===== src/sv/shortest_keyword_cover_window_macros.svh =====
// Assertion helpers for the keyword cover window block.
// Each check is clocked on clk_i and held off while rst_ni is low.
`ifndef SHORTEST_KEYWORD_COVER_WINDOW_MACROS_SVH
`define SHORTEST_KEYWORD_COVER_WINDOW_MACROS_SVH

// Same-cycle implication.
`define SKCW_ASSERT_IMP(lbl, ante, cons) \
  lbl: assert property (@(posedge clk_i) disable iff (!rst_ni) (ante) |-> (cons)) \
    else $error("skcw assertion failed");

// Next-cycle implication.
`define SKCW_ASSERT_NEXT(lbl, ante, cons) \
  lbl: assert property (@(posedge clk_i) disable iff (!rst_ni) (ante) |=> (cons)) \
    else $error("skcw assertion failed");

`endif


===== src/sv/skcw_pkg.sv =====
`timescale 1ns / 1ps

package skcw_pkg;

  localparam int MAX_KEYWORDS     = 16;
  localparam int POSITION_BITS    = 16;
  localparam int CHAR_OFFSET_BITS = 20;

  localparam int CELL_IDX_BITS = (MAX_KEYWORDS > 1) ? $clog2(MAX_KEYWORDS) : 1;
  localparam int COUNT_BITS    = $clog2(MAX_KEYWORDS + 1);

  // Field widths of the word and result transfers.
  localparam int KW_INDEX_W  = 4;
  localparam int WORD_LEN_W  = 8;
  localparam int KW_COUNT_W  = 5;
  localparam int WIN_POS_W   = 16;
  localparam int WIN_CHARS_W = 20;
  localparam int MATCHED_W   = 5;

  // Register port.
  localparam int PADDR_W = 3;
  localparam int PDATA_W = 32;
  localparam logic [PADDR_W-3:0]    REG_KEYWORD_COUNT = '0;
  localparam logic [KW_COUNT_W-1:0] KW_COUNT_RESET    = KW_COUNT_W'(1);

  typedef logic [POSITION_BITS-1:0]    pos_t;
  typedef logic [CHAR_OFFSET_BITS-1:0] chr_t;

  localparam pos_t POS_MAX = '1;
  localparam chr_t CHR_MAX = '1;

  // One slot of the recency list.
  typedef struct packed {
    logic                  valid;
    logic [KW_INDEX_W-1:0] kw;
    pos_t                  pos;
    chr_t                  chr;
  } entry_t;

  // Update command broadcast to every cell.
  typedef struct packed {
    logic                  push;
    logic                  clear;
    logic [KW_INDEX_W-1:0] kw;
  } cell_ctl_t;

  typedef struct packed {
    logic                   all_found;
    logic [WIN_POS_W-1:0]   window_begin;
    logic [WIN_POS_W-1:0]   window_end;
    logic [WIN_CHARS_W-1:0] window_chars;
    logic [MATCHED_W-1:0]   matched_keywords;
    logic                   final_result;
  } out_item_t;

endpackage


===== src/sv/skcw_ifs.sv =====
`timescale 1ns / 1ps

interface skcw_word_if;
  logic                             valid;
  logic                             ready;
  logic                             is_keyword;
  logic [skcw_pkg::KW_INDEX_W-1:0]  keyword_index;
  logic [skcw_pkg::WORD_LEN_W-1:0]  word_length;
  logic                             text_end;

  modport source (output valid, is_keyword, keyword_index, word_length, text_end,
                  input ready);
  modport sink (input valid, is_keyword, keyword_index, word_length, text_end,
                output ready);
endinterface

interface skcw_result_if;
  logic                              valid;
  logic                              ready;
  logic                              all_found;
  logic [skcw_pkg::WIN_POS_W-1:0]    window_begin;
  logic [skcw_pkg::WIN_POS_W-1:0]    window_end;
  logic [skcw_pkg::WIN_CHARS_W-1:0]  window_chars;
  logic [skcw_pkg::MATCHED_W-1:0]    matched_keywords;
  logic                              final_result;

  modport source (output valid, all_found, window_begin, window_end, window_chars,
                  matched_keywords, final_result, input ready);
  modport sink (input valid, all_found, window_begin, window_end, window_chars,
                matched_keywords, final_result, output ready);
endinterface


===== src/sv/skcw_cell.sv =====
`timescale 1ns / 1ps

module skcw_cell (
  input  logic                clk_i,
  input  logic                rst_ni,
  input  skcw_pkg::cell_ctl_t ctl_i,
  input  skcw_pkg::entry_t    prev_i,
  input  logic                above_i,
  output skcw_pkg::entry_t    q_o,
  output skcw_pkg::entry_t    upd_o,
  output logic                below_o
);

  logic                            valid_q;
  logic [skcw_pkg::KW_INDEX_W-1:0] kw_q;
  skcw_pkg::pos_t                  pos_q;
  skcw_pkg::chr_t                  chr_q;
  logic                            match;
  logic                            shift;

  assign q_o     = '{valid: valid_q, kw: kw_q, pos: pos_q, chr: chr_q};
  assign match   = valid_q && (kw_q == ctl_i.kw);
  // On a push, take the neighbor's slot unless the keyword sits in a cell closer to the head.
  assign shift   = ctl_i.push && !above_i;
  assign upd_o   = shift ? prev_i : q_o;
  assign below_o = above_i | match;

  always_ff @(posedge clk_i or negedge rst_ni) begin
    if (!rst_ni) begin
      valid_q <= 1'b0;
    end else begin
      valid_q <= ctl_i.clear ? 1'b0 : upd_o.valid;
    end
  end

  always_ff @(posedge clk_i) begin
    if (shift) begin
      kw_q  <= prev_i.kw;
      pos_q <= prev_i.pos;
      chr_q <= prev_i.chr;
    end
  end

endmodule


===== src/sv/skcw_chain.sv =====
`timescale 1ns / 1ps

module skcw_chain (
  input  logic                                 clk_i,
  input  logic                                 rst_ni,
  input  skcw_pkg::cell_ctl_t                  ctl_i,
  input  skcw_pkg::entry_t                     head_i,
  input  logic [skcw_pkg::CELL_IDX_BITS-1:0]   tail_sel_i,
  output logic                                 hit_o,
  output skcw_pkg::entry_t                     tail_o
);

  skcw_pkg::entry_t                  prev_w [skcw_pkg::MAX_KEYWORDS];
  skcw_pkg::entry_t                  q_w    [skcw_pkg::MAX_KEYWORDS];
  skcw_pkg::entry_t                  upd_w  [skcw_pkg::MAX_KEYWORDS];
  logic [skcw_pkg::MAX_KEYWORDS:0]   above;

  assign above[0] = 1'b0;
  assign hit_o    = above[skcw_pkg::MAX_KEYWORDS];

  for (genvar i = 0; i < skcw_pkg::MAX_KEYWORDS; i++) begin : g_cell
    if (i == 0) begin : g_head
      assign prev_w[i] = head_i;
    end else begin : g_link
      assign prev_w[i] = q_w[i-1];
    end

    skcw_cell u_cell (
      .clk_i   (clk_i),
      .rst_ni  (rst_ni),
      .ctl_i   (ctl_i),
      .prev_i  (prev_w[i]),
      .above_i (above[i]),
      .q_o     (q_w[i]),
      .upd_o   (upd_w[i]),
      .below_o (above[i+1])
    );
  end

  // The least recent keyword sits at the last occupied cell after the update.
  always_comb begin
    tail_o = '0;
    for (int k = 0; k < skcw_pkg::MAX_KEYWORDS; k++) begin
      if (skcw_pkg::CELL_IDX_BITS'(k) == tail_sel_i) begin
        tail_o = upd_w[k];
      end
    end
  end

endmodule


===== src/sv/shortest_keyword_cover_window.sv =====
`timescale 1ns / 1ps
`include "shortest_keyword_cover_window_macros.svh"

// Shortest keyword cover window: takes one tokenized word per cycle and answers each word
// with one result transfer holding the shortest window so far that covers every keyword,
// registered in the cycle after the word transfer. A new word is taken whenever the result
// register is empty or its result leaves in the same cycle, so the block sustains one word
// per cycle; that figure is set by the move-to-front update of the keyword cell chain, whose
// last occupied cell gives the oldest keyword, followed by one subtract and compare against
// the best window. keyword_count (byte address 0) resets to 1 and may be written only while
// no word is in flight. After a word with text_end all per-text state clears at once.
module shortest_keyword_cover_window (
  input  logic                             clk_i,
  input  logic                             rst_ni,
  skcw_word_if.sink                        word_i,
  skcw_result_if.source                    result_o,
  input  logic                             psel,
  input  logic                             penable,
  input  logic                             pwrite,
  input  logic [skcw_pkg::PADDR_W-1:0]     paddr,
  input  logic [skcw_pkg::PDATA_W-1:0]     pwdata,
  output logic [skcw_pkg::PDATA_W-1:0]     prdata,
  output logic                             pready
);

  localparam int MK = skcw_pkg::MAX_KEYWORDS;

  logic [skcw_pkg::KW_COUNT_W-1:0]  kc_q;
  skcw_pkg::pos_t                   word_cnt_q;
  skcw_pkg::chr_t                   char_cnt_q;
  logic [skcw_pkg::COUNT_BITS-1:0]  total_q, total_d;
  logic [MK-1:0]                    seen_mask_q, seen_mask_d;
  skcw_pkg::pos_t                   newest_q, newest_d;
  logic                             best_found_q, best_found_d;
  skcw_pkg::chr_t                   best_chars_q, best_chars_d;
  skcw_pkg::pos_t                   best_begin_q, best_begin_d;
  skcw_pkg::pos_t                   best_end_q, best_end_d;
  logic                             out_valid_q;
  skcw_pkg::out_item_t              out_q, out_d;

  logic                             acc;
  logic                             last;
  logic [skcw_pkg::COUNT_BITS-1:0]  need;
  logic [MK-1:0]                    need_mask;
  logic [MK-1:0]                    kw_onehot;
  logic                             push;
  logic                             hit;
  logic                             newly;
  logic                             full;
  logic                             all_k_seen;
  logic                             take;
  skcw_pkg::pos_t                   pos, pend, oldest_pos, end_sat;
  skcw_pkg::chr_t                   cstart, cend, oldest_chr, span;
  logic [skcw_pkg::CHAR_OFFSET_BITS:0] cend_raw;
  skcw_pkg::cell_ctl_t              ctl;
  skcw_pkg::entry_t                 head;
  skcw_pkg::entry_t                 tail;
  logic [skcw_pkg::CELL_IDX_BITS-1:0] tail_sel;

  // Register port
  assign pready = 1'b1;
  assign prdata = (paddr[skcw_pkg::PADDR_W-1:2] == skcw_pkg::REG_KEYWORD_COUNT)
                ? skcw_pkg::PDATA_W'(kc_q) : '0;

  always_ff @(posedge clk_i or negedge rst_ni) begin
    if (!rst_ni) begin
      kc_q <= skcw_pkg::KW_COUNT_RESET;
    end else if (psel && penable && pwrite && pready &&
                 paddr[skcw_pkg::PADDR_W-1:2] == skcw_pkg::REG_KEYWORD_COUNT) begin
      kc_q <= pwdata[skcw_pkg::KW_COUNT_W-1:0];
    end
  end

  // Handshake
  assign word_i.ready = rst_ni && (!out_valid_q || result_o.ready);
  assign acc          = word_i.valid && word_i.ready;
  assign last         = word_i.text_end;

  always_comb begin
    need = (32'(kc_q) > MK) ? skcw_pkg::COUNT_BITS'(MK) : skcw_pkg::COUNT_BITS'(kc_q);
    for (int k = 0; k < MK; k++) begin
      need_mask[k] = (k < 32'(need));
      kw_onehot[k] = (32'(word_i.keyword_index) == k);
    end
  end

  assign push   = acc && word_i.is_keyword && (32'(word_i.keyword_index) < 32'(need));
  assign pos    = word_cnt_q;
  assign cstart = char_cnt_q;
  assign pend   = (pos == skcw_pkg::POS_MAX) ? pos : pos + 1'b1;
  assign cend_raw = (skcw_pkg::CHAR_OFFSET_BITS + 1)'(cstart)
                  + (skcw_pkg::CHAR_OFFSET_BITS + 1)'(word_i.word_length);
  assign cend   = cend_raw[skcw_pkg::CHAR_OFFSET_BITS] ? skcw_pkg::CHR_MAX
                : cend_raw[skcw_pkg::CHAR_OFFSET_BITS-1:0];

  assign ctl  = '{push: push, clear: acc && last, kw: word_i.keyword_index};
  assign head = '{valid: 1'b1, kw: word_i.keyword_index, pos: pos, chr: cstart};

  assign newly       = push && !hit;
  assign total_d     = total_q + skcw_pkg::COUNT_BITS'(newly);
  assign seen_mask_d = newly ? (seen_mask_q | kw_onehot) : seen_mask_q;
  assign tail_sel    = skcw_pkg::CELL_IDX_BITS'(total_d - 1'b1);
  assign newest_d    = push ? pos : newest_q;
  assign end_sat     = (newest_d == skcw_pkg::POS_MAX) ? newest_d : newest_d + 1'b1;

  skcw_chain u_chain (
    .clk_i      (clk_i),
    .rst_ni     (rst_ni),
    .ctl_i      (ctl),
    .head_i     (head),
    .tail_sel_i (tail_sel),
    .hit_o      (hit),
    .tail_o     (tail)
  );

  // While a required keyword was never seen, the oldest position and offset are forced to zero.
  assign full       = push && (total_d == need);
  assign all_k_seen = ((seen_mask_d & need_mask) == need_mask);
  assign oldest_pos = all_k_seen ? tail.pos : '0;
  assign oldest_chr = all_k_seen ? tail.chr : '0;
  assign span       = cend - oldest_chr;
  assign take       = full && (!best_found_q || span < best_chars_q);

  always_comb begin
    best_found_d = best_found_q;
    best_chars_d = best_chars_q;
    best_begin_d = best_begin_q;
    best_end_d   = best_end_q;
    if (take) begin
      best_found_d = 1'b1;
      best_chars_d = span;
      best_begin_d = oldest_pos;
      best_end_d   = pend;
    end
  end

  always_comb begin
    out_d.all_found        = best_found_d;
    out_d.window_begin     = best_found_d ? skcw_pkg::WIN_POS_W'(best_begin_d) : '0;
    out_d.window_end       = best_found_d ? skcw_pkg::WIN_POS_W'(best_end_d) : '0;
    out_d.window_chars     = best_found_d ? skcw_pkg::WIN_CHARS_W'(best_chars_d) : '0;
    out_d.matched_keywords = skcw_pkg::MATCHED_W'(total_d);
    out_d.final_result     = last;
    // Partial cover on the last word: span from oldest to newest keyword seen.
    if (last && !best_found_d && total_d != '0) begin
      out_d.window_begin = skcw_pkg::WIN_POS_W'(tail.pos);
      out_d.window_end   = skcw_pkg::WIN_POS_W'(end_sat);
    end
  end

  always_ff @(posedge clk_i or negedge rst_ni) begin
    if (!rst_ni) begin
      word_cnt_q   <= '0;
      char_cnt_q   <= '0;
      total_q      <= '0;
      seen_mask_q  <= '0;
      newest_q     <= '0;
      best_found_q <= 1'b0;
      best_chars_q <= skcw_pkg::CHR_MAX;
      best_begin_q <= '0;
      best_end_q   <= '0;
      out_valid_q  <= 1'b0;
    end else begin
      if (acc) begin
        out_valid_q <= 1'b1;
      end else if (result_o.ready) begin
        out_valid_q <= 1'b0;
      end
      if (acc && last) begin
        word_cnt_q   <= '0;
        char_cnt_q   <= '0;
        total_q      <= '0;
        seen_mask_q  <= '0;
        newest_q     <= '0;
        best_found_q <= 1'b0;
        best_chars_q <= skcw_pkg::CHR_MAX;
        best_begin_q <= '0;
        best_end_q   <= '0;
      end else if (acc) begin
        word_cnt_q   <= pend;
        char_cnt_q   <= cend;
        total_q      <= total_d;
        seen_mask_q  <= seen_mask_d;
        newest_q     <= newest_d;
        best_found_q <= best_found_d;
        best_chars_q <= best_chars_d;
        best_begin_q <= best_begin_d;
        best_end_q   <= best_end_d;
      end
    end
  end

  always_ff @(posedge clk_i) begin
    if (acc) begin
      out_q <= out_d;
    end
  end

  assign result_o.valid            = out_valid_q;
  assign result_o.all_found        = out_q.all_found;
  assign result_o.window_begin     = out_q.window_begin;
  assign result_o.window_end       = out_q.window_end;
  assign result_o.window_chars     = out_q.window_chars;
  assign result_o.matched_keywords = out_q.matched_keywords;
  assign result_o.final_result     = out_q.final_result;

  `SKCW_ASSERT_IMP(a_total_matches_mask, 1'b1, 32'(total_q) == $countones(seen_mask_q))
  `SKCW_ASSERT_NEXT(a_text_end_clears, acc && last, total_q == '0 && !best_found_q)
  `SKCW_ASSERT_NEXT(a_best_narrows, best_found_q && !(acc && last),
                    best_found_q && (best_chars_q <= $past(best_chars_q)))
  `SKCW_ASSERT_NEXT(a_result_loaded, acc, out_valid_q)

endmodule

===== src/flat_wrapper.sv =====
// flat-port wrapper written by rule: the top's interface ports become plain ports
module shortest_keyword_cover_window_flat 
  (clk_i, rst_ni, psel, penable, pwrite, paddr, pwdata, prdata, pready, word_i_valid, word_i_is_keyword, word_i_keyword_index, word_i_word_length, word_i_text_end, word_i_ready, result_o_valid, result_o_all_found, result_o_window_begin, result_o_window_end, result_o_window_chars, result_o_matched_keywords, result_o_final_result, result_o_ready);
  skcw_word_if word_i_i ();
  skcw_result_if result_o_i ();
  input  logic clk_i;
  input  logic rst_ni;
  input  logic psel;
  input  logic penable;
  input  logic pwrite;
  input  logic [skcw_pkg::PADDR_W-1:0] paddr;
  input  logic [skcw_pkg::PDATA_W-1:0] pwdata;
  output logic [skcw_pkg::PDATA_W-1:0] prdata;
  output logic pready;
  input wire logic [$bits(word_i_i.valid)-1:0] word_i_valid;
  input wire logic [$bits(word_i_i.is_keyword)-1:0] word_i_is_keyword;
  input wire logic [$bits(word_i_i.keyword_index)-1:0] word_i_keyword_index;
  input wire logic [$bits(word_i_i.word_length)-1:0] word_i_word_length;
  input wire logic [$bits(word_i_i.text_end)-1:0] word_i_text_end;
  output wire logic [$bits(word_i_i.ready)-1:0] word_i_ready;
  output wire logic [$bits(result_o_i.valid)-1:0] result_o_valid;
  output wire logic [$bits(result_o_i.all_found)-1:0] result_o_all_found;
  output wire logic [$bits(result_o_i.window_begin)-1:0] result_o_window_begin;
  output wire logic [$bits(result_o_i.window_end)-1:0] result_o_window_end;
  output wire logic [$bits(result_o_i.window_chars)-1:0] result_o_window_chars;
  output wire logic [$bits(result_o_i.matched_keywords)-1:0] result_o_matched_keywords;
  output wire logic [$bits(result_o_i.final_result)-1:0] result_o_final_result;
  input wire logic [$bits(result_o_i.ready)-1:0] result_o_ready;
  assign word_i_i.valid = word_i_valid;
  assign word_i_i.is_keyword = word_i_is_keyword;
  assign word_i_i.keyword_index = word_i_keyword_index;
  assign word_i_i.word_length = word_i_word_length;
  assign word_i_i.text_end = word_i_text_end;
  assign word_i_ready = word_i_i.ready;
  assign result_o_valid = result_o_i.valid;
  assign result_o_all_found = result_o_i.all_found;
  assign result_o_window_begin = result_o_i.window_begin;
  assign result_o_window_end = result_o_i.window_end;
  assign result_o_window_chars = result_o_i.window_chars;
  assign result_o_matched_keywords = result_o_i.matched_keywords;
  assign result_o_final_result = result_o_i.final_result;
  assign result_o_i.ready = result_o_ready;
  shortest_keyword_cover_window u_core (.clk_i(clk_i), .rst_ni(rst_ni), .word_i(word_i_i), .result_o(result_o_i), .psel(psel), .penable(penable), .pwrite(pwrite), .paddr(paddr), .pwdata(pwdata), .prdata(prdata), .pready(pready));
endmodule

===== config.mk =====
export PLATFORM = sky130hd
export DESIGN_NAME = shortest_keyword_cover_window_flat
export DESIGN_NICKNAME = d
export VERILOG_FILES = /design/src/sv/skcw_pkg.sv /design/src/sv/skcw_ifs.sv /design/src/sv/skcw_cell.sv /design/src/sv/skcw_chain.sv /design/src/sv/shortest_keyword_cover_window.sv /design/src/flat_wrapper.sv
export VERILOG_INCLUDE_DIRS = /design/src /design/src/sv
export SDC_FILE = /design/constraint.sdc
export NUM_CORES = 2
export LEC_CHECK = 0
export BUFFER_PORTS_ARGS = -buffer_cell sky130_fd_sc_hd__buf_2
export CAP_MARGIN = 20
export CORE_UTILIZATION = 55
export DETAILED_ROUTE_END_ITERATION = 10
export PLACE_DENSITY = 0.72
export SLEW_MARGIN = 20
export SYNTH_ARGS = -nofsm -noshare
export SYNTH_HDL_FRONTEND = slang
export SYNTH_HIERARCHICAL = 1
export SYNTH_SLANG_ARGS = --single-unit

===== constraint.sdc =====
create_clock -name clk_i -period 30.3 [get_ports clk_i]
set_input_delay 9.09 -clock clk_i [delete_from_list [all_inputs] [get_ports clk_i]]
set_output_delay 9.09 -clock clk_i [all_outputs]
set_load 0.02 [all_outputs]

==> results.md <==
* Hold Crit Class: flop to flop
* Hpwl dp at 76000 µm
* Critical Path RT at 30.69 ns
* Tightest Pin Transition at 0.881 ns
* VDD IR max at 0.0516 mV
* Synth warn at 6
* Congestion Overflow GR at 0
* Final setup vio count at 0
* CTS Sinks at 847
* Clock transition at the registers of the reported paths at 0.06 ns
* Clock tree buffer depth at 3
* Largest net degree at the start of global routing at 112
* Diode count at 0
* Initial antenna violation count at 1
* Die area at 88900 µm²
* Syn_area_per_cell at 13.2 µm²
* Row count at 108
* Vias post-DR at 30305
* Core region area at 86900 µm²
* Worst-Skew Late Latency at 0.66 ns
* Pwr dens at 60.4 nW/µm²
* TritonCTS clock tree: built
* GPL Wtd Cong at 0.889
* Drt first pass iters at 6
* Max_cap viols at 0
* Starting Density at 0.555
* Layout Nets at 3737
* Die W at 298 µm
* Final WL at 117000 µm
* Critical path class: input port to flop
* # IOs at 150
* First-pass GRT wire length at 180000 µm
* Setup TNS at 0 ns
* Critical path's most frequent cell: a31o_2
* Postcts setup bufs at 0
* WP data arrival at 22.91 ns
* Vias per Instance at 6.24
* Buffers on Ports at 92
* H-Tree Level Count at 3
* Critical Path Slowest Stage Cell: buf_4
* CTS Hold Bufs at 0
* Worst rel slew slack at 0.413
* Post-route minimum period at 22.52 ns
* Fraction of layout instances using a drive strength above 1 at 0.287
* Final Util at 0.597
* Die Y at 298 µm
* CTS root buf: clkbuf_16
* LEAKAGE at 19.7 nW
* 1st-iter DRT viols at 2853
* Post-CTS sizing at 0
* RSZ-0062 raised after global routing: no
* Post-Syn Instances at 3646
* DR DRC count at 0
* All-layer global routing usage at 0.259
* Wire length per cell at 24.1 µm
* Syn-to-layout area delta at 7.54%
* CP max FO at 52
* Pins Over Slew Limit at 0
* Hold Worst Slack at 0.470 ns
* Post-synthesis cell area at 48200 µm²
* Max incr delay on CP at 0.67 ns
* Fin crit share at 0.743
* Vias in the first global route at 29680
* Crit. End Element: flop
* CTS Buf Count at 91
* Final Hold Viols at 0
* Run status: complete, no violations
* Worst Skew at 0.0177 ns
* Crit start category: input port
* ANT nets after route at 0
* FMAX at 44.4 MHz
metrics by stage:
step           cell area [µm²]  instances  power, W  setup slack [ns]
6_report                 51900       4854   0.00314              7.78
5_1_grt                  51900       4854   0.00326              7.00
4_1_cts                  51900       4854   0.00315              7.88
3_5_place_dp             48900       4687   0.00203              7.24
3_3_place_gp             48900       4687   0.00202              7.26
2_1_floorplan            48300       3674   0.00185             11.29
worst max-delay path, delay by kind of cell:
family | cells | cell delay (ns)
XOR/XNOR | 4 | 1.08
buffers and inverters | 6 | 2.45
AO/OA/AOI/OAI | 27 | 6.83
adder cells (fa/ha/maj) | 4 | 1.00
AND/OR/NAND/NOR | 13 | 2.34
registers in the layout, indices dropped and copies added, names as in the netlist, 20 cells and up:
name,flops
u_core/result_o.window_chars,20
u_core/best_chars_q,20
u_core/u_chain/g_cell.u_cell/chr_q,320
u_core/char_cnt_q,20
u_core/u_chain/g_cell.u_cell/kw_q,64
u_core/u_chain/g_cell.u_cell/pos_q,256
cell usage in the layout, fill, tap and decap left out, drive strengths merged, types with 24 or more instances in the layout:
master / count
a22oi: 48
a31oi: 30
clkbuf: 113
inv: 55
dfrtp: 127
edfxtp: 699
nor2: 148
a21oi: 198
nand2: 250
and2: 24
ha: 54
xor2: 66
mux2: 638
mux2i: 68
nor3: 53
nand2b: 25
conb: 31
o22ai: 64
o21ai: 208
nand3: 53
buf: 166
clkinv: 41
a21o: 33
nor2b: 60
xnor2: 54
a22o: 29
power by group:
| part | internal (W) | switching (W) | total [W] |
|---|---|---|---|
| clock network | 0.000640 | 0.000474 | 0.00111 |
| logic | 0.000259 | 0.000394 | 0.000653 |
| registers | 0.00132 | 0.0000531 | 0.00137 |
| total | 0.00221 | 0.000921 | 0.00314 |
worst paths after layout:
check                                                              from                                 endpoint  slack (ns)  depth (start not counted)
worst max register to register  u_core/u_chain/g_cell[0].u_cell/kw_q[2]         u_core/result_o.window_chars[19]       16.40                         53
worst min register to register  u_core/u_chain/g_cell[3].u_cell/kw_q[3]  u_core/u_chain/g_cell[4].u_cell/kw_q[3]        0.47                          0
min in group asynchronous                                        rst_ni                       u_core/newest_q[8]        8.47                          1
max in group asynchronous                                        rst_ni                    u_core/char_cnt_q[18]       20.61                          2
worst min-delay path            u_core/u_chain/g_cell[3].u_cell/kw_q[3]  u_core/u_chain/g_cell[4].u_cell/kw_q[3]        0.47                          0
worst max-delay path                            word_i_keyword_index[3]         u_core/result_o.window_chars[19]        7.78                         54
routing by layer:
metal	vias to the layer above	share of wire	GRT usage
met3	168	0.068	0.0415
met2	1102	0.47	0.414
li1	13753	-	-
met1	15282	0.43	0.357
met4	0	0.034	0.0951
met5	-	0	0
layout make-up:
class	instances	area (µm²)
Inverter	53	210
Tap cell	1155	1450
Clock buffer	113	2500
Timing Repair Buffer	166	1140
Clock inverter	54	489
Fill cell	6670	35000
Multi-Input combinational cell	2466	21400
Sequential cell	847	24700
Power figures use the tool's default switching activity.
